--- src/rtl/ffha_pkg.sv ---
// ffha_pkg: shared codes and constants for the first-fit heap allocator.
// No dependencies; used by every other file of the block but ffha_table.
package ffha_pkg;

    localparam int unsigned ALIGN_BYTES = 16;
    localparam int unsigned REQ_W       = 11;
    localparam int unsigned OFS_W       = 10;

    localparam logic OP_ALLOC = 1'b0;
    localparam logic OP_FREE  = 1'b1;

    localparam logic ST_OK   = 1'b0;
    localparam logic ST_FAIL = 1'b1;

    typedef enum logic [1:0] {
        ALU_SUB  = 2'd0,
        ALU_ADDH = 2'd1,
        ALU_SUBH = 2'd2
    } t_alu_op;

endpackage

--- src/rtl/ffha_if.sv ---
// ffha_req_if / ffha_rsp_if: valid-ready channels of the allocator.
// Depends on ffha_pkg for field widths.
interface ffha_req_if;
    logic                         valid;
    logic                         ready;
    logic                         operation;
    logic [ffha_pkg::REQ_W-1:0]   request_bytes;
    logic [ffha_pkg::OFS_W-1:0]   free_offset;
    modport source (output valid, operation, request_bytes, free_offset, input ready);
    modport sink   (input valid, operation, request_bytes, free_offset, output ready);
endinterface

interface ffha_rsp_if;
    logic                         valid;
    logic                         ready;
    logic                         status;
    logic [ffha_pkg::OFS_W-1:0]   payload_offset;
    modport source (output valid, status, payload_offset, input ready);
    modport sink   (input valid, status, payload_offset, output ready);
endinterface

--- src/rtl/ffha_alu.sv ---
// ffha_alu: shared add/subtract/compare unit used by the sequencer steps.
// Depends on ffha_pkg.
module ffha_alu #(
    parameter int unsigned W   = 13,
    parameter int unsigned HDR = 32
) (
    input  ffha_pkg::t_alu_op i_op,
    input  logic [W-1:0]      i_a,
    input  logic [W-1:0]      i_b,
    output logic [W-1:0]      o_res,
    output logic              o_ge
);
    import ffha_pkg::*;

    logic [W:0] diff;

    always_comb begin
        diff = {1'b0, i_a} - {1'b0, i_b};
        o_ge = ~diff[W];
        case (i_op)
            ALU_SUB:  o_res = diff[W-1:0];
            ALU_ADDH: o_res = i_a + i_b + W'(HDR);
            ALU_SUBH: o_res = diff[W-1:0] - W'(HDR);
            default:  o_res = diff[W-1:0];
        endcase
    end
endmodule

--- src/rtl/ffha_table.sv ---
// ffha_table: block table memory, one write port and one registered read port.
// Depends on no other file; it does not use ffha_pkg.
module ffha_table #(
    parameter int unsigned DEPTH = 32,
    parameter int unsigned EW    = 23
) (
    input  logic                     i_clk,
    input  logic                     i_wr_en,
    input  logic [$clog2(DEPTH)-1:0] i_wr_addr,
    input  logic [EW-1:0]            i_wr_data,
    input  logic [$clog2(DEPTH)-1:0] i_rd_addr,
    output logic [EW-1:0]            o_rd_data
);
    logic [EW-1:0] mem [DEPTH];

    always_ff @(posedge i_clk) begin
        if (i_wr_en) begin
            mem[i_wr_addr] <= i_wr_data;
        end
        o_rd_data <= mem[i_rd_addr];
    end
endmodule

--- src/rtl/first_fit_heap_allocator_unit.sv ---
// first_fit_heap_allocator_unit: top level, sequencer over the block table.
// Depends on ffha_pkg, ffha_if, ffha_alu and ffha_table.
//
//   channel  dir  transaction fields
//   i_req    in   operation, request_bytes, free_offset
//   o_rsp    out  status, payload_offset
//
// One transaction at a time. The table walk visits one entry at a time through
// the single registered table read port, and each entry moved on split or merge
// takes a read and a write of the table.
// Reset loads entry 0 with the whole heap in the reset cycle.
// A waiting result holds in the output register while the next request is taken.
module first_fit_heap_allocator_unit #(
    parameter int unsigned HEAP_BYTES   = 1024,
    parameter int unsigned HEADER_BYTES = 32,
    parameter int unsigned MAX_BLOCKS   = 32
) (
    input  logic       i_clk,
    input  logic       i_rst_n,
    ffha_req_if.sink   i_req,
    ffha_rsp_if.source o_rsp
);
    import ffha_pkg::*;

    localparam int unsigned SW = $clog2(HEAP_BYTES + 1);
    localparam int unsigned AW = ((SW > 12) ? SW : 12) + 1;
    localparam int unsigned IW = $clog2(MAX_BLOCKS);
    localparam int unsigned CW = $clog2(MAX_BLOCKS + 1);
    localparam int unsigned EW = 2 * SW + 1;

    localparam logic [3:0] S_IDLE   = 4'd0;
    localparam logic [3:0] S_RD     = 4'd1;
    localparam logic [3:0] S_CHK    = 4'd2;
    localparam logic [3:0] S_AFIT   = 4'd3;
    localparam logic [3:0] S_ASTART = 4'd4;
    localparam logic [3:0] S_ASIZE  = 4'd5;
    localparam logic [3:0] S_AUSE   = 4'd6;
    localparam logic [3:0] S_FMP    = 4'd7;
    localparam logic [3:0] S_FNRD   = 4'd8;
    localparam logic [3:0] S_FNCHK  = 4'd9;
    localparam logic [3:0] S_FWR    = 4'd10;
    localparam logic [3:0] S_SHRD   = 4'd11;
    localparam logic [3:0] S_SHWR   = 4'd12;
    localparam logic [3:0] S_DONE   = 4'd13;

    typedef struct packed {
        logic [SW-1:0] start;
        logic [SW-1:0] size;
        logic          used;
    } t_entry;

    logic [3:0]    r_state, n_state, r_ret, n_ret;
    logic          r_op, n_op;
    logic [AW-1:0] r_need, n_need, r_split, n_split, r_key, n_key;
    logic          r_key_ok, n_key_ok;
    logic [IW-1:0] r_idx, n_idx, r_k, n_k, r_lim, n_lim;
    logic          r_up, n_up;
    logic [CW-1:0] r_count, n_count;
    t_entry        r_cur, n_cur, r_prev, n_prev;
    logic          r_prev_ok, n_prev_ok;
    logic          r_res_st, n_res_st;
    logic [OFS_W-1:0] r_res_ofs, n_res_ofs;
    logic          r_out_valid, n_out_valid;
    logic          r_status, n_status;
    logic [OFS_W-1:0] r_offset, n_offset;

    logic          wr_en;
    logic [IW-1:0] wr_addr, rd_addr;
    t_entry        wr_data, rd_data;
    logic [EW-1:0] rd_raw;

    t_alu_op       alu_op;
    logic [AW-1:0] alu_a, alu_b, alu_res;
    logic          alu_ge;
    logic          accept;

    ffha_table #(.DEPTH(MAX_BLOCKS), .EW(EW)) u_table (
        .i_clk    (i_clk),
        .i_wr_en  (wr_en),
        .i_wr_addr(wr_addr),
        .i_wr_data(wr_data),
        .i_rd_addr(rd_addr),
        .o_rd_data(rd_raw)
    );
    assign rd_data = rd_raw;

    ffha_alu #(.W(AW), .HDR(HEADER_BYTES)) u_alu (
        .i_op (alu_op),
        .i_a  (alu_a),
        .i_b  (alu_b),
        .o_res(alu_res),
        .o_ge (alu_ge)
    );

    assign i_req.ready          = (r_state == S_IDLE);
    assign accept               = i_req.valid && i_req.ready;
    assign o_rsp.valid          = r_out_valid;
    assign o_rsp.status         = r_status;
    assign o_rsp.payload_offset = r_offset;

    always_comb begin
        n_state = r_state;  n_ret = r_ret;  n_op = r_op;
        n_need = r_need;  n_split = r_split;  n_key = r_key;  n_key_ok = r_key_ok;
        n_idx = r_idx;  n_k = r_k;  n_lim = r_lim;  n_up = r_up;  n_count = r_count;
        n_cur = r_cur;  n_prev = r_prev;  n_prev_ok = r_prev_ok;
        n_res_st = r_res_st;  n_res_ofs = r_res_ofs;
        n_out_valid = r_out_valid;  n_status = r_status;  n_offset = r_offset;
        wr_en = 1'b0;  wr_addr = r_idx;  wr_data = r_cur;
        rd_addr = r_idx;
        alu_op = ALU_SUB;  alu_a = '0;  alu_b = '0;

        if (o_rsp.valid && o_rsp.ready) begin
            n_out_valid = 1'b0;
        end

        case (r_state)
            S_IDLE: begin
                if (accept) begin
                    n_op      = i_req.operation;
                    n_need    = (AW'(i_req.request_bytes) + AW'(ALIGN_BYTES - 1))
                                & ~AW'(ALIGN_BYTES - 1);
                    n_split   = n_need + AW'(HEADER_BYTES + ALIGN_BYTES);
                    n_key     = AW'(i_req.free_offset) - AW'(HEADER_BYTES);
                    n_key_ok  = (AW'(i_req.free_offset) >= AW'(HEADER_BYTES));
                    n_idx     = '0;
                    n_prev_ok = 1'b0;
                    n_state   = S_RD;
                end
            end
            S_RD: begin
                n_state = S_CHK;
            end
            S_CHK: begin
                alu_a = AW'(rd_data.size);
                alu_b = r_need;
                if ((r_op == OP_ALLOC) ? (!rd_data.used && alu_ge)
                                       : (r_key_ok && AW'(rd_data.start) == r_key)) begin
                    n_cur   = rd_data;
                    n_state = (r_op == OP_ALLOC) ? S_AFIT : S_FMP;
                end else begin
                    n_prev    = rd_data;
                    n_prev_ok = 1'b1;
                    if (CW'(r_idx) + CW'(1) == r_count) begin
                        n_res_st  = ST_FAIL;
                        n_res_ofs = '0;
                        n_state   = S_DONE;
                    end else begin
                        n_idx   = r_idx + IW'(1);
                        n_state = S_RD;
                    end
                end
            end
            S_AFIT: begin
                alu_a = AW'(r_cur.size);
                alu_b = r_split;
                if (alu_ge && r_count < CW'(MAX_BLOCKS)) begin
                    n_k     = IW'(r_count);
                    n_lim   = r_idx + IW'(1);
                    n_up    = 1'b1;
                    n_ret   = S_ASTART;
                    n_state = S_SHRD;
                end else begin
                    n_state = S_AUSE;
                end
            end
            S_ASTART: begin
                alu_op  = ALU_ADDH;
                alu_a   = AW'(r_cur.start);
                alu_b   = r_need;
                n_prev.start = alu_res[SW-1:0];
                n_state = S_ASIZE;
            end
            S_ASIZE: begin
                alu_op  = ALU_SUBH;
                alu_a   = AW'(r_cur.size);
                alu_b   = r_need;
                wr_en   = 1'b1;
                wr_addr = r_idx + IW'(1);
                wr_data = '{start: r_prev.start, size: alu_res[SW-1:0], used: 1'b0};
                n_cur.size = r_need[SW-1:0];
                n_state = S_AUSE;
            end
            S_AUSE: begin
                alu_op  = ALU_ADDH;
                alu_a   = AW'(r_cur.start);
                wr_en   = 1'b1;
                wr_data = '{start: r_cur.start, size: r_cur.size, used: 1'b1};
                n_res_st  = ST_OK;
                n_res_ofs = alu_res[OFS_W-1:0];
                n_state   = S_DONE;
            end
            S_FMP: begin
                n_cur.used = 1'b0;
                alu_op = ALU_ADDH;
                alu_a  = AW'(r_prev.size);
                alu_b  = AW'(r_cur.size);
                if (r_prev_ok && !r_prev.used) begin
                    n_cur   = '{start: r_prev.start, size: alu_res[SW-1:0], used: 1'b0};
                    n_idx   = r_idx - IW'(1);
                    n_k     = r_idx;
                    n_lim   = IW'(r_count - CW'(1));
                    n_up    = 1'b0;
                    n_ret   = S_FNRD;
                    n_state = S_SHRD;
                end else begin
                    n_state = S_FNRD;
                end
            end
            S_FNRD: begin
                rd_addr = r_idx + IW'(1);
                n_state = (CW'(r_idx) + CW'(1) < r_count) ? S_FNCHK : S_FWR;
            end
            S_FNCHK: begin
                alu_op = ALU_ADDH;
                alu_a  = AW'(r_cur.size);
                alu_b  = AW'(rd_data.size);
                if (!rd_data.used) begin
                    n_cur.size = alu_res[SW-1:0];
                    n_k     = r_idx + IW'(1);
                    n_lim   = IW'(r_count - CW'(1));
                    n_up    = 1'b0;
                    n_ret   = S_FWR;
                    n_state = S_SHRD;
                end else begin
                    n_state = S_FWR;
                end
            end
            S_FWR: begin
                wr_en     = 1'b1;
                n_res_st  = ST_OK;
                n_res_ofs = '0;
                n_state   = S_DONE;
            end
            S_SHRD: begin
                rd_addr = r_up ? (r_k - IW'(1)) : (r_k + IW'(1));
                if (r_k == r_lim) begin
                    n_count = r_up ? (r_count + CW'(1)) : (r_count - CW'(1));
                    n_state = r_ret;
                end else begin
                    n_state = S_SHWR;
                end
            end
            S_SHWR: begin
                wr_en   = 1'b1;
                wr_addr = r_k;
                wr_data = rd_data;
                n_k     = r_up ? (r_k - IW'(1)) : (r_k + IW'(1));
                n_state = S_SHRD;
            end
            S_DONE: begin
                if (!r_out_valid || o_rsp.ready) begin
                    n_out_valid = 1'b1;
                    n_status    = r_res_st;
                    n_offset    = r_res_ofs;
                    n_state     = S_IDLE;
                end
            end
            default: begin
                n_state = S_IDLE;
            end
        endcase

        if (!i_rst_n) begin
            wr_en   = 1'b1;
            wr_addr = '0;
            wr_data = '{start: '0, size: SW'(HEAP_BYTES - HEADER_BYTES), used: 1'b0};
        end
    end

    always_ff @(posedge i_clk) begin
        if (!i_rst_n) begin
            r_state     <= S_IDLE;
            r_count     <= CW'(1);
            r_out_valid <= 1'b0;
        end else begin
            r_state     <= n_state;
            r_count     <= n_count;
            r_out_valid <= n_out_valid;
        end
        r_ret <= n_ret;  r_op <= n_op;
        r_need <= n_need;  r_split <= n_split;  r_key <= n_key;  r_key_ok <= n_key_ok;
        r_idx <= n_idx;  r_k <= n_k;  r_lim <= n_lim;  r_up <= n_up;
        r_cur <= n_cur;  r_prev <= n_prev;  r_prev_ok <= n_prev_ok;
        r_res_st <= n_res_st;  r_res_ofs <= n_res_ofs;
        r_status <= n_status;  r_offset <= n_offset;
    end

`ifndef SYNTHESIS
    a_count_range: assert property (@(posedge i_clk) disable iff (!i_rst_n)
        (r_count != '0) && (r_count <= CW'(MAX_BLOCKS)))
        else $error("block count out of range");
    a_busy_after_accept: assert property (@(posedge i_clk) disable iff (!i_rst_n)
        accept |=> !i_req.ready)
        else $error("request taken while busy");
    a_no_write_idle: assert property (@(posedge i_clk) disable iff (!i_rst_n)
        (r_state == S_IDLE || r_state == S_DONE) |-> !wr_en)
        else $error("table write outside a transaction");
    a_count_step: assert property (@(posedge i_clk) disable iff (!i_rst_n)
        (r_state != S_SHRD) |=> $stable(r_count))
        else $error("block count changed outside a shift");
`endif
endmodule

--- src/flat_wrapper.sv ---
// flat-port wrapper written by rule: the top's interface ports become plain ports
module first_fit_heap_allocator_unit_flat import ffha_pkg::*;
#(
    parameter int unsigned HEAP_BYTES   = 1024,
    parameter int unsigned HEADER_BYTES = 32,
    parameter int unsigned MAX_BLOCKS   = 32
)
  (i_clk, i_rst_n, i_req_valid, i_req_operation, i_req_request_bytes, i_req_free_offset, i_req_ready, o_rsp_valid, o_rsp_status, o_rsp_payload_offset, o_rsp_ready);
  ffha_req_if i_req_i ();
  ffha_rsp_if o_rsp_i ();
  input  logic i_clk;
  input  logic i_rst_n;
  input wire logic [$bits(i_req_i.valid)-1:0] i_req_valid;
  input wire logic [$bits(i_req_i.operation)-1:0] i_req_operation;
  input wire logic [$bits(i_req_i.request_bytes)-1:0] i_req_request_bytes;
  input wire logic [$bits(i_req_i.free_offset)-1:0] i_req_free_offset;
  output wire logic [$bits(i_req_i.ready)-1:0] i_req_ready;
  output wire logic [$bits(o_rsp_i.valid)-1:0] o_rsp_valid;
  output wire logic [$bits(o_rsp_i.status)-1:0] o_rsp_status;
  output wire logic [$bits(o_rsp_i.payload_offset)-1:0] o_rsp_payload_offset;
  input wire logic [$bits(o_rsp_i.ready)-1:0] o_rsp_ready;
  assign i_req_i.valid = i_req_valid;
  assign i_req_i.operation = i_req_operation;
  assign i_req_i.request_bytes = i_req_request_bytes;
  assign i_req_i.free_offset = i_req_free_offset;
  assign i_req_ready = i_req_i.ready;
  assign o_rsp_valid = o_rsp_i.valid;
  assign o_rsp_status = o_rsp_i.status;
  assign o_rsp_payload_offset = o_rsp_i.payload_offset;
  assign o_rsp_i.ready = o_rsp_ready;
  first_fit_heap_allocator_unit #(.HEAP_BYTES(HEAP_BYTES), .HEADER_BYTES(HEADER_BYTES), .MAX_BLOCKS(MAX_BLOCKS)) u_core (.i_clk(i_clk), .i_rst_n(i_rst_n), .i_req(i_req_i), .o_rsp(o_rsp_i));
endmodule
--- config.mk ---
export PLATFORM = sky130hd
export DESIGN_NAME = first_fit_heap_allocator_unit_flat
export DESIGN_NICKNAME = d
export VERILOG_FILES = /design/src/rtl/ffha_pkg.sv /design/src/rtl/ffha_if.sv /design/src/rtl/ffha_alu.sv /design/src/rtl/ffha_table.sv /design/src/rtl/first_fit_heap_allocator_unit.sv /design/src/flat_wrapper.sv
export SDC_FILE = /design/constraint.sdc
export NUM_CORES = 1
export LEC_CHECK = 0
export BUFFER_PORTS_ARGS = -buffer_cell sky130_fd_sc_hd__buf_2
export CAP_MARGIN = 20
export CORE_ASPECT_RATIO = 0.5
export CORE_MARGIN = 4
export CORE_UTILIZATION = 31
export CTS_BUF_LIST = sky130_fd_sc_hd__clkbuf_8
export CTS_CLUSTER_DIAMETER = 100
export DETAILED_ROUTE_END_ITERATION = 16
export SLEW_MARGIN = 20
export SYNTH_ARGS = -nofsm -noshare
export SYNTH_HDL_FRONTEND = slang
export SYNTH_SLANG_ARGS = --single-unit
--- constraint.sdc ---
create_clock -name i_clk -period 11.58 [get_ports i_clk]
set_clock_uncertainty 0.2 [all_clocks]
set_input_delay 1.158 -clock i_clk [delete_from_list [all_inputs] [get_ports i_clk]]
set_output_delay 1.158 -clock i_clk [all_outputs]
set_load 0.005 [all_outputs]
==> results of run 1 <==
## where the power goes
group / total (mW) / internal, mW / switching (mW)
combinational: 5.47 / 1.68 / 3.80
sequential: 4.45 / 4.14 / 0.309
clock: 2.43 / 1.19 / 1.24
total: 12.3 / 7.01 / 5.34
## critical path, delay by kind of cell (launching register included)
kind	cells	cell delay, ps
and+or+nand+nor	8	3020
AOI/OAI and AO/OA	3	1420
DFF	1	830
buffers and inverters	2	430
adders and majority gates	1	340
## flip-flops by register name (all words and copies together) (netlist names), 3 cells and up
register and flops:
u_core.r_ret 3, u_core.r_split 9, u_core.u_table.o_rd_data 23, u_core.r_k 5, u_core.r_idx 5, u_core.r_prev 23, u_core.r_res_ofs 10, u_core.r_state 4
u_core.r_cur 23, u_core.o_rsp.payload_offset 10, u_core.u_table.mem 736, u_core.r_key 11, u_core.r_count 6, u_core.r_lim 5, u_core.r_need 8
## final timing paths
check,slack [ps],startpoint,to
setup / recovery,4940,u_core.r_state[1],u_core.r_cur[10]
hold / removal,220,u_core.r_res_ofs[3],u_core.o_rsp.payload_offset[3]
setup reg to reg,4940,u_core.r_state[1],u_core.r_cur[10]
hold reg to reg,220,u_core.r_res_ofs[3],u_core.o_rsp.payload_offset[3]
## cell type report
class / instances / area [sq um] / area share [%]
repair buffers: 131 / 925.9 / 2.165
diodes: 1 / 2.502 / 0.005852
well taps: 1610 / 2014 / 4.710
clock inverters: 104 / 506.7 / 1.185
flip-flops and latches: 887 / 26300 / 61.49
clock buffers: 145 / 1996 / 4.667
inverters: 55 / 206.4 / 0.4828
multi-input cells: 1794 / 10820 / 25.30
## routing by layer
layer	global-route usage [%]	up-vias	part of all wire (%)	wire length [microns]
li1	-	11303	-	-
met1	22.74	12739	43	46720
met2	25.98	1142	45	49750
met3	3.629	192	8.7	9506
met4	6.404	0	3.2	3456
met5	0	-	0	0
## metrics by stage
stage / hold WS, ps / setup WS, ps / util [%] / total power [mW]
after floorplan: 200.3 / 5734 / - / 7.890
after global placement: 210.6 / 5221 / 33.30 / 9.849
after detailed placement: 206.6 / 5073 / 33.31 / 9.912
after CTS: 225.1 / 5078 / 35.38 / 12.35
after global routing: 237.3 / 4544 / 35.39 / 13.00
final: 222.6 / 4943 / 35.39 / 12.35
## kinds of logic after synthesis
logic type | synth area share (%)
simple gates | 12.24
flops | 69.47
compound gates | 10.79
buf+inv | 2.661
mux | 1.696
xor+xnor | 1.388
fa+ha+maj | 1.745
other cells | 0.009907
## cells in the final DEF (no fill, tap or decap), types with 14 or more instances in the layout
cell      count
nor2_1       75
and3_1       90
edfxtp_1    853
nor2_2       36
mux2i_1      63
a211oi_1     96
nand3_1     105
a31oi_1     131
buf_2        38
a32oi_1      60
nor4_1       32
o22ai_1      55
a22oi_1      30
nor3_1       14
o21ai_0      29
xor2_1       24
dfxtp_1      34
inv_1       105
xnor2_1      36
clkinv_1     33
a21o_1       15
buf_4        90
ha_1         48
a21oi_1      55
clkbuf_8    145
nand2_1     604
## synthesized netlist by cell type (6+ instances only)
cell type,number
edfxtp_1,853
nand2_1,604
a31oi_1,132
nor2_1,115
clkbuf_1,112
nand3_1,105
a211oi_1,96
and3_1,90
a21oi_1,69
mux2i_1,63
a32oi_1,60
buf_2,55
o22ai_1,55
inv_1,53
ha_1,48
xnor2_1,36
dfxtp_1,34
nor4_1,32
a22oi_1,30
o21ai_0,30
xor2_1,24
nor3_1,16
a21o_1,15
buf_1,14
a221oi_1,13
a222oi_1,10
or3_1,10
nand2b_1,9
nand4_1,9
o211ai_1,9
and2_1,8
nor2b_1,8
o31ai_1,8
a221o_1,7
buf_4,7
o21a_1,7
and4_1,6
==> out/results.txt, run 1 <==
Outcome: completed
Placer Congestion: 0.9321
Fin. max-slew vios: 0
Final setup viols: 0
Fmax achieved: 150.7 MHz
WL/cell: 23.15 microns
Largest area contributor in the netlist: edfxtp_1
Clock Latency Late Sink: 820 ps
Crit-path max cell delay: 950 ps
CP max stage cell: nor2_1
Yosys cell types: 81
Max VDD drop: 0.0002834 V
Final min period: 6637 ps
Post-synthesis sequential area ratio: 69.47%
Asr flop ratio synth: 0%
Total gr overflow: 0
Worst endpoint required time: 11790 ps
Min-Delay Path Class: flip-flop to flip-flop
Antenna violations before repair: 2
DRT iter0 DRCs: 2932
Post-synth EDFFs: 853
Largest cells by area after synthesis: edfxtp_1 (68%), nand2_1 (6.0%), a31oi_1 (2.2%)
Antenna Violating Nets Remaining: 0
Final-layout fill cell count: 11702
Layout cells sized above 1: 12.00%
Cell area after layout: 42760 sq um
RSZ-0062 raised after global routing: no
CTS max path bufs: 3
Port Buf Inserts: 38
Post_cts resized: 0
Yosys warning count: 0
DP Area: 40250 sq um
Post-synthesis cell count: 2924
CTS Hold Bufs: 0
CTS Root Cell: clkbuf_8
First-pass GRT wire length: 159300 microns
Hpwl dp: 62640 microns
Number of remaining DRC errors: 0
Crit path capture type: flip-flop
Clock Pin Slew Worst Setup and Hold Paths: 60 ps
Fin Setup TNS: 0 ps
NumNets Final: 3085
Number of buffers added for setup after CTS: 0
Num CTS Buffers: 139
Tcrit/Tclk final: 57.32%
Post-Syn Area: 37850 sq um
Syn_area_per_cell: 12.95 sq um
Overall die height: 255.1 microns
All-Layer GR Usage: 16.62%
Core Rows: 90
Die X: 502.2 microns
Max_slew headroom: 12.33%
R2R cell count: 14
Via count: 25376
Hold depth: 0
Max cap viols: 0
Placed insts: 4477
I/O Pins: 39
Final hold violation count: 0
Power per cell area: 288.8 nW/um^2
Least-Margin Pin Slew: 1303 ps
Synth-to-Final Area Change: 12.98%
CTS Sinks: 887
CTS tree: built
Core area: 120800 sq um
Die area: 128100 sq um
Yosys top cell area share: 67.67%
Largest net degree at the start of global routing: 163
Cells along the critical path: nand4bb_1 > buf_4 > clkinv_1 > or3_1 > nand2_1 > nand4_1 > ha_1 > nor2b_1 > o2111ai_1 > nand4_1 > a211o_1 > a21o_1 > nor2_1 > nor2_1
Worst Path Max Fanout: 21
Vias in the first global route: 24066
Worst EP arrival: 6850 ps
Initial core utilization: 31.33%
Vias per cell: 5.368
Net Count, Synth: 3001
First drt pass iteration count: 6
Leakage: 14.72 nW
Finished Layout Cells: 4727
Htree depth: 4
CP Class: flip-flop to flip-flop
Flops & latches, synth: 887
Startpoint types: flip-flop
Post-Route WL: 109400 microns
Post-synth top flop: edfxtp_1
No activity file was read; power rests on OpenSTA's default activity.
==> inputs of run 2 (changes only) <==
==> constraint.sdc (replaced) <==
create_clock -name i_clk -period 5.55 [get_ports i_clk]
set_clock_uncertainty 0.2 [all_clocks]
set_input_delay 0.555 -clock i_clk [delete_from_list [all_inputs] [get_ports i_clk]]
set_output_delay 0.555 -clock i_clk [all_outputs]
set_load 0.005 [all_outputs]
==> out/results.txt, run 2 (synthesized netlist as in run 1, its figures left out) <==
Outcome: completed
CTS Sinks: 887
Largest net degree at the start of global routing: 85
Hpwl dp: 67710 microns
Place WS: 272.9 ps
Num CTS Buffers: 140
Core Rows: 90
Min-Delay Path Class: input port to flip-flop
DRT iter0 DRCs: 3064
Port Buf Inserts: 38
CP max stage cell: dfxtp_1
CTS tree: built
Most frequent cells in the layout: edfxtp_1 (853), nand2_1 (604), clkbuf_8 (145)
Worst R2R Start: u_core.r_state[2]
Largest register FFs: 736
Final-layout fill cell count: 11538
R2R cell count: 20
WL/cell: 23.28 microns
Fmax achieved: 193.2 MHz
Worst Path Max Fanout: 32
Overall die height: 255.1 microns
Power per cell area: 610.0 nW/um^2
Commonest non-fill, non-tap cell in the layout: edfxtp_1
Die X: 502.2 microns
Final hold violation count: 0
All-Layer GR Usage: 16.94%
Worst EP arrival: 5600 ps
Fin. max-slew vios: 0
Least-Margin Pin Slew: 1071 ps
First-pass GRT wire length: 162400 microns
Final min period: 5175 ps
Cells along the critical path: buf_4 > nand2_1 > nor2_2 > buf_4 > a22o_1 > ha_1 > fa_1 > nor2b_1 > o31a_1 > o31ai_1 > nand2_1 > ha_1 > nor2b_1 > nand3_1 > o21ai_0 > or3_1 > a211oi_1 > o21ai_1 > a21oi_2 > buf_12
Hold depth: 3
Layout cells sized above 1: 13.81%
Final worst slack: 374.8 ps
Antenna violations before repair: 2
Startpoint types: flip-flop
I/O Pins: 39
CP Class: flip-flop to flip-flop
CTS Root Cell: clkbuf_8
Antenna Violating Nets Remaining: 0
Number of remaining DRC errors: 0
Vias in the first global route: 24389
Worst Hold End: u_core.r_need[4]
Max VDD drop: 0.0003860 V
Max_slew headroom: 28.46%
Final setup viols: 0
Tcrit/Tclk final: 93.25%
Crit path capture type: flip-flop
Die area: 128100 sq um
Clock Latency Late Sink: 810 ps
Core area: 120800 sq um
Initial core utilization: 31.33%
First drt pass iteration count: 6
Crit-path max cell delay: 480 ps
HP Start: i_req_request_bytes[0]
CTS max path bufs: 3
Largest register by flop count: u_core.u_table.mem
NumNets Final: 3172
Clock Pin Slew Worst Setup and Hold Paths: 70 ps
Fin Setup TNS: 0 ps
Cell family with most CP delay: compound AO/OA/AOI/OAI gates
Number of buffers added for setup after CTS: 0
Total gr overflow: 0
Post-Route WL: 112000 microns
Via count: 25817
RSZ-0062 raised after global routing: no
Leakage: 15.21 nW
R2R Setup Slk: 370 ps
WP buf/inv: 3
Synth-to-Final Area Change: 15.32%
Cell area after layout: 43650 sq um
Vias per cell: 5.364
Placer Congestion: 0.9326
DP Area: 40780 sq um
Worst endpoint required time: 5970 ps
Max cap viols: 0
Htree depth: 4
Worst R2R End: u_core.u_table.mem[25][10]
==> run 2: where the power goes <==
| group | leakage (nW) | internal (mW) | switching, mW |
|---|---|---|---|
| registers | 8.04 | 8.63 | 0.600 |
| logic | 5.65 | 3.97 | 8.12 |
| clock network | 1.52 | 2.61 | 2.69 |
==> run 2: cell type report <==
cell class,instances,area (sq um),share of cell area (%)
clock inverter,103,611.8,1.402
multi-input combinational,1794,10800,24.74
sequential,887,26300,60.24
tap,1610,2014,4.615
timing repair buffer,217,1722,3.944
clock buffer,145,1996,4.572
antenna,2,5.005,0.01147
inverter,55,206.4,0.4730
==> run 2: worst reg2reg max path: stages (launching register included) <==
cell	delay, ps
dfxtp_1	480
buf_4	280
nand2_1	150
nor2_2	170
buf_4	290
a22o_1	220
ha_1	220
fa_1	240
nor2b_1	90
o31a_1	270
o31ai_1	290
nand2_1	140
ha_1	220
nor2b_1	150
nand3_1	80
o21ai_0	120
or3_1	450
a211oi_1	320
o21ai_1	190
a21oi_2	220
buf_12	200
==> run 2: routing by layer <==
layer,global-route usage (%),share of wire (%),up-vias
met5,0,0,-
met4,6.044,2.9,0
met3,3.354,8.7,184
met2,26.35,45,1229
met1,23.67,44,12908
li1,-,-,11496
==> run 2: worst max-delay path by stage <==
stage	endpoint	depth (start not counted)	slack, ps	from
floorplan	u_core.u_table.mem[0][10]	22	120	u_core.r_state[3]
global placement	u_core.u_table.mem[28][8]	20	380	u_core.r_state[2]
detailed placement	u_core.u_table.mem[28][8]	20	270	u_core.r_state[2]
CTS	u_core.u_table.mem[5][8]	21	250	u_core.r_state[0]
global route	u_core.u_table.mem[10][8]	20	60	u_core.r_state[2]
finish	u_core.u_table.mem[25][10]	20	370	u_core.r_state[2]
==> run 2: per-stage QoR <==
step,instances,total power [mW],util [%],hold slack (ps)
after floorplan,2924,16.47,-,200.3
after global placement,4538,21.10,33.75,205.6
after detailed placement,4538,21.19,33.75,205.4
after CTS,4811,26.54,36.11,41.36
after global routing,4812,27.94,36.12,84.94
final,4813,26.63,36.13,117.5
==> run 2: timing repair <==
action	in CTS	in global routing
hold buffers	25	0
endpoints found under the hold margin	29	0
gates resized for setup	0	1
endpoints found under the setup margin	0	32
